### src/rtl/int_to_decimal_ascii_macros.svh
// ----------------------------------------------------------------------------
// Assertion macros for the integer-to-decimal block
// Clocked on clk and disabled while rst_n is low.
// ----------------------------------------------------------------------------
`ifndef INT_TO_DECIMAL_ASCII_MACROS_SVH
`define INT_TO_DECIMAL_ASCII_MACROS_SVH

// Same-cycle implication
`define ITDA_ASSERT_IMPL(label, ante, cons) \
    label: assert property (@(posedge clk) disable iff (!rst_n) (ante) |-> (cons)) \
        else $error("itda assertion failed");

// Next-cycle implication
`define ITDA_ASSERT_NEXT(label, ante, cons) \
    label: assert property (@(posedge clk) disable iff (!rst_n) (ante) |=> (cons)) \
        else $error("itda assertion failed");

`endif

### src/rtl/itda_pkg.sv
// ----------------------------------------------------------------------------
// itda_pkg
// Shared constants and the BCD digit correction for the decimal converter.
// ----------------------------------------------------------------------------
package itda_pkg;

    localparam int unsigned DIGIT_W = 4;

    localparam logic [7:0] CHAR_ZERO  = 8'd48;
    localparam logic [7:0] CHAR_MINUS = 8'd45;
    localparam logic [7:0] CHAR_NINE  = 8'd57;

    // Decimal digit correction before each doubling
    localparam logic [DIGIT_W-1:0] BCD_ADJ_LIMIT = 4'd5;
    localparam logic [DIGIT_W-1:0] BCD_ADJ_ADD   = 4'd3;

    typedef logic [DIGIT_W-1:0] digit_t;

    function automatic digit_t bcd_adjust(input digit_t d);
        if (d >= BCD_ADJ_LIMIT)
        begin
            return d + BCD_ADJ_ADD;
        end
        return d;
    endfunction

endpackage

### src/rtl/itda_dabble_stage.sv
// ----------------------------------------------------------------------------
// itda_dabble_stage
// One register stage of the binary-to-BCD pipeline: STEPS shift-and-correct
// steps of double dabble, with a valid bit and stall back-pressure.
// ----------------------------------------------------------------------------
module itda_dabble_stage #(
    parameter int DATA_WIDTH = 32,
    parameter int NUM_DIGITS = 10,
    parameter int STEPS      = 4
) (
    input  logic                                   clk,
    input  logic                                   rst_n,
    input  logic                                   in_valid,
    output logic                                   in_stall,
    input  logic [DATA_WIDTH-1:0]                  in_bin,
    input  logic [NUM_DIGITS*itda_pkg::DIGIT_W-1:0] in_bcd,
    input  logic                                   in_neg,
    output logic                                   out_valid,
    input  logic                                   out_stall,
    output logic [DATA_WIDTH-1:0]                  out_bin,
    output logic [NUM_DIGITS*itda_pkg::DIGIT_W-1:0] out_bcd,
    output logic                                   out_neg
);

    localparam int BCD_W = NUM_DIGITS * itda_pkg::DIGIT_W;

    logic                  valid_reg;
    logic [DATA_WIDTH-1:0] bin_reg;
    logic [BCD_W-1:0]      bcd_reg;
    logic                  neg_reg;

    logic [DATA_WIDTH-1:0] bin_next;
    logic [BCD_W-1:0]      bcd_next;

    always_comb
    begin
        bin_next = in_bin;
        bcd_next = in_bcd;
        for (int st = 0; st < STEPS; st++)
        begin
            for (int d = 0; d < NUM_DIGITS; d++)
            begin
                bcd_next[d*itda_pkg::DIGIT_W +: itda_pkg::DIGIT_W] =
                    itda_pkg::bcd_adjust(bcd_next[d*itda_pkg::DIGIT_W +: itda_pkg::DIGIT_W]);
            end
            bcd_next = {bcd_next[BCD_W-2:0], bin_next[DATA_WIDTH-1]};
            bin_next = {bin_next[DATA_WIDTH-2:0], 1'b0};
        end
    end

    // Hold while the stage is full and downstream stalls
    assign in_stall = valid_reg && out_stall;

    always_ff @(posedge clk or negedge rst_n)
    begin
        if (!rst_n)
        begin
            valid_reg <= 1'b0;
        end
        else if (!in_stall)
        begin
            valid_reg <= in_valid;
        end
    end

    always_ff @(posedge clk)
    begin
        if (!in_stall && in_valid)
        begin
            bin_reg <= bin_next;
            bcd_reg <= bcd_next;
            neg_reg <= in_neg;
        end
    end

    assign out_valid = valid_reg;
    assign out_bin   = bin_reg;
    assign out_bcd   = bcd_reg;
    assign out_neg   = neg_reg;

endmodule

### src/rtl/itda_emit.sv
// ----------------------------------------------------------------------------
// itda_emit
// Character serializer: takes one BCD number, skips leading zeros and sends
// an optional minus sign and then the digits, one per transaction.
// ----------------------------------------------------------------------------
module itda_emit #(
    parameter int NUM_DIGITS = 10
) (
    input  logic                                   clk,
    input  logic                                   rst_n,
    input  logic                                   in_valid,
    output logic                                   in_stall,
    input  logic [NUM_DIGITS*itda_pkg::DIGIT_W-1:0] in_bcd,
    input  logic                                   in_neg,
    output logic                                   out_valid,
    input  logic                                   out_stall,
    output logic [7:0]                             text_char,
    output logic                                   last_char
);

    localparam int BCD_W = NUM_DIGITS * itda_pkg::DIGIT_W;
    localparam int IDX_W = $clog2(NUM_DIGITS);

    logic                  busy_reg,      busy_next;
    logic                  minus_reg,     minus_next;
    logic [IDX_W-1:0]      idx_reg,       idx_next;
    logic [BCD_W-1:0]      digits_reg,    digits_next;
    logic                  out_valid_reg, out_valid_next;
    logic [7:0]            char_reg,      char_next;
    logic                  last_reg,      last_next;

    logic                  advance;
    logic                  finishing;
    logic                  load;
    logic [IDX_W-1:0]      msd;
    itda_pkg::digit_t      cur_digit;

    // Index of the most significant nonzero digit; zero gives index 0
    always_comb
    begin
        msd = '0;
        for (int d = 0; d < NUM_DIGITS; d++)
        begin
            if (in_bcd[d*itda_pkg::DIGIT_W +: itda_pkg::DIGIT_W] != '0)
            begin
                msd = IDX_W'(d);
            end
        end
    end

    assign cur_digit = digits_reg[idx_reg*itda_pkg::DIGIT_W +: itda_pkg::DIGIT_W];
    assign advance   = !out_valid_reg || !out_stall;
    assign finishing = busy_reg && !minus_reg && (idx_reg == '0);
    assign in_stall  = busy_reg && !(advance && finishing);
    assign load      = in_valid && !in_stall;

    always_comb
    begin
        busy_next      = busy_reg;
        minus_next     = minus_reg;
        idx_next       = idx_reg;
        digits_next    = digits_reg;
        out_valid_next = out_valid_reg;
        char_next      = char_reg;
        last_next      = last_reg;

        if (advance)
        begin
            out_valid_next = busy_reg;
            if (busy_reg)
            begin
                if (minus_reg)
                begin
                    char_next  = itda_pkg::CHAR_MINUS;
                    last_next  = 1'b0;
                    minus_next = 1'b0;
                end
                else
                begin
                    char_next = itda_pkg::CHAR_ZERO + {4'b0000, cur_digit};
                    last_next = (idx_reg == '0);
                    if (idx_reg == '0)
                    begin
                        busy_next = 1'b0;
                    end
                    else
                    begin
                        idx_next = idx_reg - IDX_W'(1);
                    end
                end
            end
        end

        // Take the next number when idle or as the current one finishes
        if (load)
        begin
            busy_next   = 1'b1;
            minus_next  = in_neg;
            idx_next    = msd;
            digits_next = in_bcd;
        end
    end

    always_ff @(posedge clk or negedge rst_n)
    begin
        if (!rst_n)
        begin
            busy_reg      <= 1'b0;
            minus_reg     <= 1'b0;
            idx_reg       <= '0;
            out_valid_reg <= 1'b0;
        end
        else
        begin
            busy_reg      <= busy_next;
            minus_reg     <= minus_next;
            idx_reg       <= idx_next;
            out_valid_reg <= out_valid_next;
        end
    end

    always_ff @(posedge clk)
    begin
        digits_reg <= digits_next;
        char_reg   <= char_next;
        last_reg   <= last_next;
    end

    assign out_valid = out_valid_reg;
    assign text_char = char_reg;
    assign last_char = last_reg;

endmodule

### src/rtl/int_to_decimal_ascii.sv
// ----------------------------------------------------------------------------
// int_to_decimal_ascii
// Signed integer to decimal ASCII text, one character per output transaction.
// ----------------------------------------------------------------------------
// Input channel: in_valid / in_stall with the signed value on number. Output
// channel: out_valid / out_stall with text_char and last_char. A transaction
// completes on a clock edge with valid high and stall low.
// Each number produces its text most significant character first: '-' for a
// negative value, then the digits with no leading zeros; zero gives "0". The
// final character of a number has last_char set. No terminator is sent.
// The first character appears once the number has passed the sign/magnitude
// register, the double-dabble stages and the serializer. A number takes as
// many output transactions as its text has characters (1 to 11 at 32 bits);
// the output port limits the rate, while the sign/magnitude register and the
// double-dabble stages (up to four bits each) take a number every cycle unless stalled.
// A stall on the output holds the current character and backs up the
// pipeline stage by stage; nothing is dropped or repeated.
// Reset clears all valid bits and the serializer; no clearing pass is needed.
// ----------------------------------------------------------------------------
`include "int_to_decimal_ascii_macros.svh"

module int_to_decimal_ascii #(
    parameter int DATA_WIDTH = 32
) (
    input  logic                         clk,
    input  logic                         rst_n,
    input  logic                         in_valid,
    output logic                         in_stall,
    input  logic signed [DATA_WIDTH-1:0] number,
    output logic                         out_valid,
    input  logic                         out_stall,
    output logic [7:0]                   text_char,
    output logic                         last_char
);

    localparam int NUM_DIGITS      = (DATA_WIDTH * 301) / 1000 + 1;
    localparam int BCD_W           = NUM_DIGITS * itda_pkg::DIGIT_W;
    localparam int STEPS_PER_STAGE = 4;
    localparam int NUM_STAGES      = (DATA_WIDTH + STEPS_PER_STAGE - 1) / STEPS_PER_STAGE;

    logic                  stg_valid [0:NUM_STAGES];
    logic                  stg_stall [0:NUM_STAGES];
    logic [DATA_WIDTH-1:0] stg_bin   [0:NUM_STAGES];
    logic [BCD_W-1:0]      stg_bcd   [0:NUM_STAGES];
    logic                  stg_neg   [0:NUM_STAGES];

    logic                  front_valid_reg;
    logic [DATA_WIDTH-1:0] mag_reg;
    logic                  neg_reg;
    logic [DATA_WIDTH-1:0] num_u;
    logic                  num_neg;
    logic [DATA_WIDTH-1:0] mag_next;

    // Sign and unsigned magnitude; the most negative value maps to 2^(W-1)
    assign num_u    = number;
    assign num_neg  = num_u[DATA_WIDTH-1];
    assign mag_next = num_neg ? (~num_u) + DATA_WIDTH'(1) : num_u;

    assign in_stall = front_valid_reg && stg_stall[0];

    always_ff @(posedge clk or negedge rst_n)
    begin
        if (!rst_n)
        begin
            front_valid_reg <= 1'b0;
        end
        else if (!in_stall)
        begin
            front_valid_reg <= in_valid;
        end
    end

    always_ff @(posedge clk)
    begin
        if (!in_stall && in_valid)
        begin
            mag_reg <= mag_next;
            neg_reg <= num_neg;
        end
    end

    assign stg_valid[0] = front_valid_reg;
    assign stg_bin[0]   = mag_reg;
    assign stg_bcd[0]   = '0;
    assign stg_neg[0]   = neg_reg;

    for (genvar s = 0; s < NUM_STAGES; s++)
    begin : g_dabble
        localparam int REMAIN = DATA_WIDTH - s * STEPS_PER_STAGE;
        localparam int STEPS  = (REMAIN < STEPS_PER_STAGE) ? REMAIN : STEPS_PER_STAGE;

        itda_dabble_stage #(
            .DATA_WIDTH (DATA_WIDTH),
            .NUM_DIGITS (NUM_DIGITS),
            .STEPS      (STEPS)
        ) u_stage (
            .clk       (clk),
            .rst_n     (rst_n),
            .in_valid  (stg_valid[s]),
            .in_stall  (stg_stall[s]),
            .in_bin    (stg_bin[s]),
            .in_bcd    (stg_bcd[s]),
            .in_neg    (stg_neg[s]),
            .out_valid (stg_valid[s+1]),
            .out_stall (stg_stall[s+1]),
            .out_bin   (stg_bin[s+1]),
            .out_bcd   (stg_bcd[s+1]),
            .out_neg   (stg_neg[s+1])
        );
    end

    itda_emit #(
        .NUM_DIGITS (NUM_DIGITS)
    ) u_emit (
        .clk       (clk),
        .rst_n     (rst_n),
        .in_valid  (stg_valid[NUM_STAGES]),
        .in_stall  (stg_stall[NUM_STAGES]),
        .in_bcd    (stg_bcd[NUM_STAGES]),
        .in_neg    (stg_neg[NUM_STAGES]),
        .out_valid (out_valid),
        .out_stall (out_stall),
        .text_char (text_char),
        .last_char (last_char)
    );

    `ITDA_ASSERT_NEXT(a_accept_fills_front, in_valid && !in_stall, front_valid_reg)
    `ITDA_ASSERT_IMPL(a_minus_not_last, out_valid && text_char == itda_pkg::CHAR_MINUS, !last_char)
    `ITDA_ASSERT_IMPL(a_char_is_digit, out_valid && text_char != itda_pkg::CHAR_MINUS, text_char >= itda_pkg::CHAR_ZERO && text_char <= itda_pkg::CHAR_NINE)

endmodule

### config.mk
export PLATFORM = sky130hd
export DESIGN_NAME = int_to_decimal_ascii
export DESIGN_NICKNAME = d
export VERILOG_FILES = /design/src/rtl/itda_pkg.sv /design/src/rtl/itda_dabble_stage.sv /design/src/rtl/itda_emit.sv /design/src/rtl/int_to_decimal_ascii.sv
export VERILOG_INCLUDE_DIRS = /design/src /design/src/rtl
export SDC_FILE = /design/constraint.sdc
export NUM_CORES = 1
export LEC_CHECK = 0
export ABC_AREA = 1
export BUFFER_PORTS_ARGS = -buffer_cell sky130_fd_sc_hd__buf_4
export CAP_MARGIN = 25
export CORE_MARGIN = 3
export CORE_UTILIZATION = 65
export CTS_CLUSTER_SIZE = 40
export DETAILED_ROUTE_END_ITERATION = 12
export PLACE_DENSITY = 0.89
export SETUP_SLACK_MARGIN = 0.2
export SLEW_MARGIN = 20
export SYNTH_ARGS = -nofsm -noshare
export SYNTH_HDL_FRONTEND = slang
export SYNTH_SLANG_ARGS = --single-unit
### constraint.sdc
create_clock -name clk -period 4.7 [get_ports clk]
set_clock_uncertainty 0.1 [all_clocks]
set_input_delay 0.47 -clock clk [delete_from_list [all_inputs] [get_ports clk]]
set_output_delay 0.47 -clock clk [all_outputs]
set_load 0.05 [all_outputs]
# Yosys cells after proc, flatten, opt, wreduce, memory -nomap -nowiden
# Cells that the tools add are included.
# W data, S select, Z words.
totals:
  reg_bits: 500
  out_inout_bits: 11
op_classes:
  add_sub_neg: 268
  n_lt_le_gt_ge: 265
  n_eq_ne: 2
  n_shift: 1
  n_mux: 818
  bitwise_logic: 1
  n_reduce_logical: 53
op_table:
  columns: ["cell", "count"]
  rows:
  - ["$mux W4", 497]
  - ["$ge A4 B3 Y1 const B", 255]
  - ["$add A4 B2 Y4 const B", 234]
  - ["$mux W1", 276]
  - ["$mux W3", 44]
  - ["$add A3 B2 Y3 const B", 21]
  - ["$shiftx A40 B7 Y4", 1]
  - ["$reduce_bool A4 Y1", 9]
  - ["$add A32 B1 Y32 const B", 1]
  - ["$not A32 Y32", 1]
  - ["$mux W31", 1]
  - ["$add A1 B2 Y3 const B", 10]
  - ["$ge A1 B3 Y1 const B", 10]
  - ["$logic_and A1 B1 Y1", 23]
  - ["$logic_not A1 Y1", 14]
  - ["$add A6 B4 Y7 const A", 1]
  - ["$logic_not A4 Y1", 1]
  - ["$reduce_and A2 Y1", 2]
  - ["$reduce_and A4 Y1", 1]
  - ["$reduce_bool A2 Y1", 2]
  - ["$sub A4 B1 Y4 const B", 1]
  - ["$ne A2 B1 Y1 const B", 1]
  - ["$ne A2 B2 Y1 const B", 1]
  - ["$logic_or A1 B1 Y1", 1]

# Depth between registers and ports, before layout
depth:
  depth_word: 17
  mapped_depth: 28
  mapped_depth_nobuf: 28

# Modules after synthesis
# From an unflattened synthesis, not the netlist that was laid out.
hier_totals:
  cells_unflattened: 7606
  hier_area_um2: 55364.3
by_module_without_submodules:
  columns: ["module", "n_inst", "cells_each", "area_per_inst_um2"]
  rows:
  - ["itda_dabble_stage", 8, 889, 6361.1]
  - ["itda_emit", 1, 231, 2408.6]
  - ["int_to_decimal_ascii", 1, 263, 2067.0]

# Worst setup path before layout
# Ideal clock, no wire load.
synth_timing:
  path_type: "register -> register"
  startpoint: "register u_emit.idx_reg[1]"
  endpoint: "register g_dabble[1].u_stage.bcd_reg[0] (enable)"
  setup_time_ps: 439
  arrival_time_ps: 3595
  path_slack_ps: 567
  stages_incl_launch_ff: 19
  path_buffers: 2
  period_less_slack_ps: 4133
  cell_sequence: "dfrtp_1 -> clkbuf_1 -> inv_1 -> clkbuf_1 -> ha_1 -> inv_1 -> nor2_1 -> nand2_1 -> nor2_1 -> nand2_1 -> nand2_1 -> nor2_1 -> inv_1 -> nor2_2 -> nand2_1 -> nor2_1 -> nand2_1 -> nor2_1 -> a21oi_1"
synth_via:
  elab_chain_len: 14
synth_lines:
  columns: ["item", "line_no", "text"]
  rows:
  - ["start: declaration", "itda_emit.sv:26", "logic [IDX_W-1:0] idx_reg, idx_next;"]
  - ["start signal: assignment", "itda_emit.sv:117", "idx_reg <= idx_next;"]
  - ["$logic_not A4 Y1", "itda_emit.sv:53", "assign finishing = busy_reg && !minus_reg && (idx_reg == '0);"]
  - ["$logic_and A1 B1 Y1", "itda_emit.sv:53", null]
  - ["$logic_and A1 B1 Y1", "itda_emit.sv:54", "assign in_stall = busy_reg && !(advance && finishing);"]
  - ["$logic_not A1 Y1", "itda_emit.sv:54", null]
  - ["$logic_and A1 B1 Y1", "itda_emit.sv:54", null]
  - ["$logic_and A1 B1 Y1 (7 in a row)", "itda_dabble_stage.sv:52", "assign in_stall = valid_reg && out_stall;"]
  - ["$logic_not A1 Y1", null, null]
  - ["$logic_and A1 B1 Y1", "itda_dabble_stage.sv:68", "if (!in_stall && in_valid)"]
  - ["end signal: assignment", "itda_dabble_stage.sv:71", "bcd_reg <= bcd_next;"]
  - ["end: declaration", "itda_dabble_stage.sv:29", "logic [BCD_W-1:0] bcd_reg;"]
# Every way passes these cells.
# A chain may end at the register's enable or synchronous reset.

# Worst setup path after layout
layout_timing:
  startpoint: "register u_emit.idx_reg[1]"
  endpoint: "output port in_stall"
layout_via:
  elab_chain_len: 14
layout_lines:
  columns: ["item", "line_no", "text"]
  rows:
  - ["$logic_not A4 Y1", "itda_emit.sv:53", null]
  - ["$logic_and A1 B1 Y1", "itda_emit.sv:53", null]
  - ["$logic_and A1 B1 Y1", "itda_emit.sv:54", null]
  - ["$logic_not A1 Y1", "itda_emit.sv:54", null]
  - ["$logic_and A1 B1 Y1", "itda_emit.sv:54", null]
  - ["$logic_and A1 B1 Y1 (8 in a row)", "itda_dabble_stage.sv:52", null]
  - ["$logic_and A1 B1 Y1", "int_to_decimal_ascii.sv:59", "assign in_stall = front_valid_reg && stg_stall[0];"]
  - ["end: declaration", "int_to_decimal_ascii.sv:28", "output logic in_stall,"]
# Every way passes these cells.

==> results.cfg <==
[run_status]
outcome = finished, final reports clean

[placement]
portBuffers = 43
routabilityCongestion = 0.850
placed_area_um2 = 29400
dp.final_hpwl_mm = 37.6

[yosys]
yosysTopAreaCell = edfxtp_1
synth_area_leaders = edfxtp_1, nand2_1, inv_1
ys_types = 48
yosysWarnings = 0
yosysTopAreaCellShare_pct = 40.8
syn_inst = 3683
ys_seq_elements = 400
syn_avg_cell_area_um2 = 7.67
syn_area_um2 = 28200
ys_seq_area_share_pct = 42.2

[global_routing]
grt.overflow.total = 0
grt_start_max_net_pins = 40
grt_use_total_pct = 22.4
grt_pass1_vias = 21800
antenna_found_initial = 0
grt_pass1_wl_mm = 90.2

[drt]
wl_per_cell_um = 11.9
first_iter_violations = 1330
vias = 23300
dr.pass1.iters = 5
avgViaCountPerCell = 5.32
drc_errors = 0
ant_nets = 0
routed_wl_mm = 52.3

[clocking]
clk_pin_slew_ns = 0.06
cts-root-buf = clkbuf_16
cts_tree = built
htree_levels = 2
cts_setup_buffers = 0
cts_buffers = 44
clock_latency_ns = 0.61
numClockSinks = 400
clock_path_buffers = 3

[die]
chipWidth_um = 214
num_rows = 75
start_util_pct = 66.6
io_pins = 47
die_y_um = 214
core_area_um2 = 42400
dieArea_um2 = 46000

[cells_and_area]
syn_to_final_growth_pct = 9.61
layout.nets = 3959
design_area_um2 = 31000
antennaDiodeCount = 0
drive_above_1_share_pct = 9.00
largest_register_ffs = 185

[timing]
finalHoldViolCount = 0
maxSlewHeadroom_pct = 52.5
slew_violations = 0
finalCritPeriodShare_pct = 90.8
fin_setup_tns_ns = 0
finalHoldWorstSlack_ns = 0.0663
setup_violations = 0
fmax_mhz = 234
worst_pin_slew_ns = 0.711
grt_setup_unrepaired = true
layout_min_cycle_time_ns = 4.27

[setup_path]
startpoint_type = flop
max_stage_delay_ns = 0.46
worstSetupPathType = flop to output port
path_cells = inv_1 -> ha_1 -> inv_1 -> nor2_1 -> nand2_1 -> nor2_1 -> nand2_1 -> nand2_1 -> nor2_1 -> inv_1 -> nor2_4 -> nand2_1 -> nor2_2 -> nand2_1 -> nor2_4 -> nand2_1 -> nor2_2 -> nand2_1 -> inv_1 -> buf_4
crit_path_end_kind = output port
crit_fanout = 11
r2r_start = g_dabble[0].u_stage.out_bcd[0]$_DFFE_PP_
worstSetupStartpoint = u_emit.idx_reg[1]$_DFFE_PN0P_
cp.required_ns = 4.13
worst_path_max_delay_cell = dfrtp_2
cpMostUsedCell = nand2_1
worst_ep_arrival_time_ns = 3.70

[flow_run]
drv_cap = 0

[min_path]
hold_class = primary input to flop
worstHoldStart = number[30]
worst max-delay path: cells and delay by family (launching register included):
kind,cells,cell delay (ns)
adders and majority gates,1,0.25
DFF,1,0.46
buffers and inverters,5,0.62
and+or+nand+nor,14,1.76
area by class of cell:
class                           count  area [µm²]
Tap cell                          577         722
Multi-Input combinational cell   2618       13900
Inverter                          653        2450
Timing Repair Buffer               60         500
Sequential cell                   400       11900
Clock inverter                     35         373
Fill cell                        3009       11500
Clock buffer                       47        1110
routing by layer:
layer	vias to the layer above	share of wire (%)	global-route usage (%)
li1	12200	-	-
met3	125	3.5	3.30
met2	430	53	43.9
met5	-	0	0
met4	0	2.8	7.56
met1	10600	40	24.4
cell usage in the layout (no fill, tap or decap), types with 26 or more instances in the layout:
| cell | instances |
|---|---|
| ha_1 | 146 |
| nand2_1 | 1294 |
| nand3_2 | 51 |
| xor2_1 | 75 |
| buf_4 | 53 |
| o21ai_0 | 118 |
| edfxtp_1 | 384 |
| xnor2_1 | 26 |
| clkbuf_16 | 44 |
| a21oi_1 | 38 |
| nor2_1 | 89 |
| inv_1 | 646 |
| nand3_1 | 343 |
| o21ai_1 | 55 |
| nand2_2 | 101 |
| nand4_1 | 102 |
final timing paths:
path                                                              to  slack (ns)  cells after the start
max in group asynchronous              u_emit.idx_reg[1]$_DFFE_PN0P_        4.05                      2
setup / recovery                                            in_stall        0.43                     20
setup reg to reg            g_dabble[1].u_stage.out_bcd[8]$_DFFE_PP_        0.56                     22
hold reg to reg            g_dabble[1].u_stage.out_bin[21]$_DFFE_PP_        0.31                      0
min in group asynchronous              u_emit.idx_reg[2]$_DFFE_PN0P_        0.20                      2
hold / removal                             mag_reg[31]$_SDFFCE_PN0P_        0.07                      2
Yosys cell counts (all sizes together):
cell and instances:
a21boi 3, a31oi 4, a21oi 41, ha 146
o41ai 1, inv 652, a211oi 2, o22ai 7
dfrtp 16, nand4 102, xor2 80, nor4 10
o221ai 5, o211ai 16, nand3 394, nand2 1395
o21bai 8, nand3b 14, edfxtp 384, buf 4
o21a 2, conb 2, and2 24, clkinv 1
xnor2 30, a31o 8, a21o 19, nor2 96
clkbuf 9, o2111ai 1, or2 10, nor3 10
o21ai 187
repair_timing:
action / in CTS / in global routing
pin swaps: 0 / 0
hold buffers: 4 / 0
hold endpoints to repair: 19 / 0
gates resized for setup: 3 / 4
cloned: 0 / 0
endpoints found under the setup margin: 1 / 4
cells by family after synthesis:
kind of cell	count (synthesis)	share of synthesized area (%)
buffers and inverters	666	8.90
adder cells (fa/ha/maj)	146	6.47
XOR/XNOR	110	3.62
flip-flops	400	42.2
AND/OR/NAND/NOR	2055	32.4
AO/OA/AOI/OAI	304	6.30
other	2	0.0266
metrics by stage:
step | setup WS, ns | std cells | util (%)
after floorplan | 0.567 | 3684 | -
after global placement | 0.587 | 4301 | 69.2
after detailed placement | 0.690 | 4302 | 69.2
after CTS | 0.214 | 4388 | 72.8
after global routing | 0.177 | 4390 | 73.0
final | 0.433 | 4390 | 73.0
Power is not shown: default switching activity piles up to over one toggle a cycle in this logic, so the estimate is an artifact.
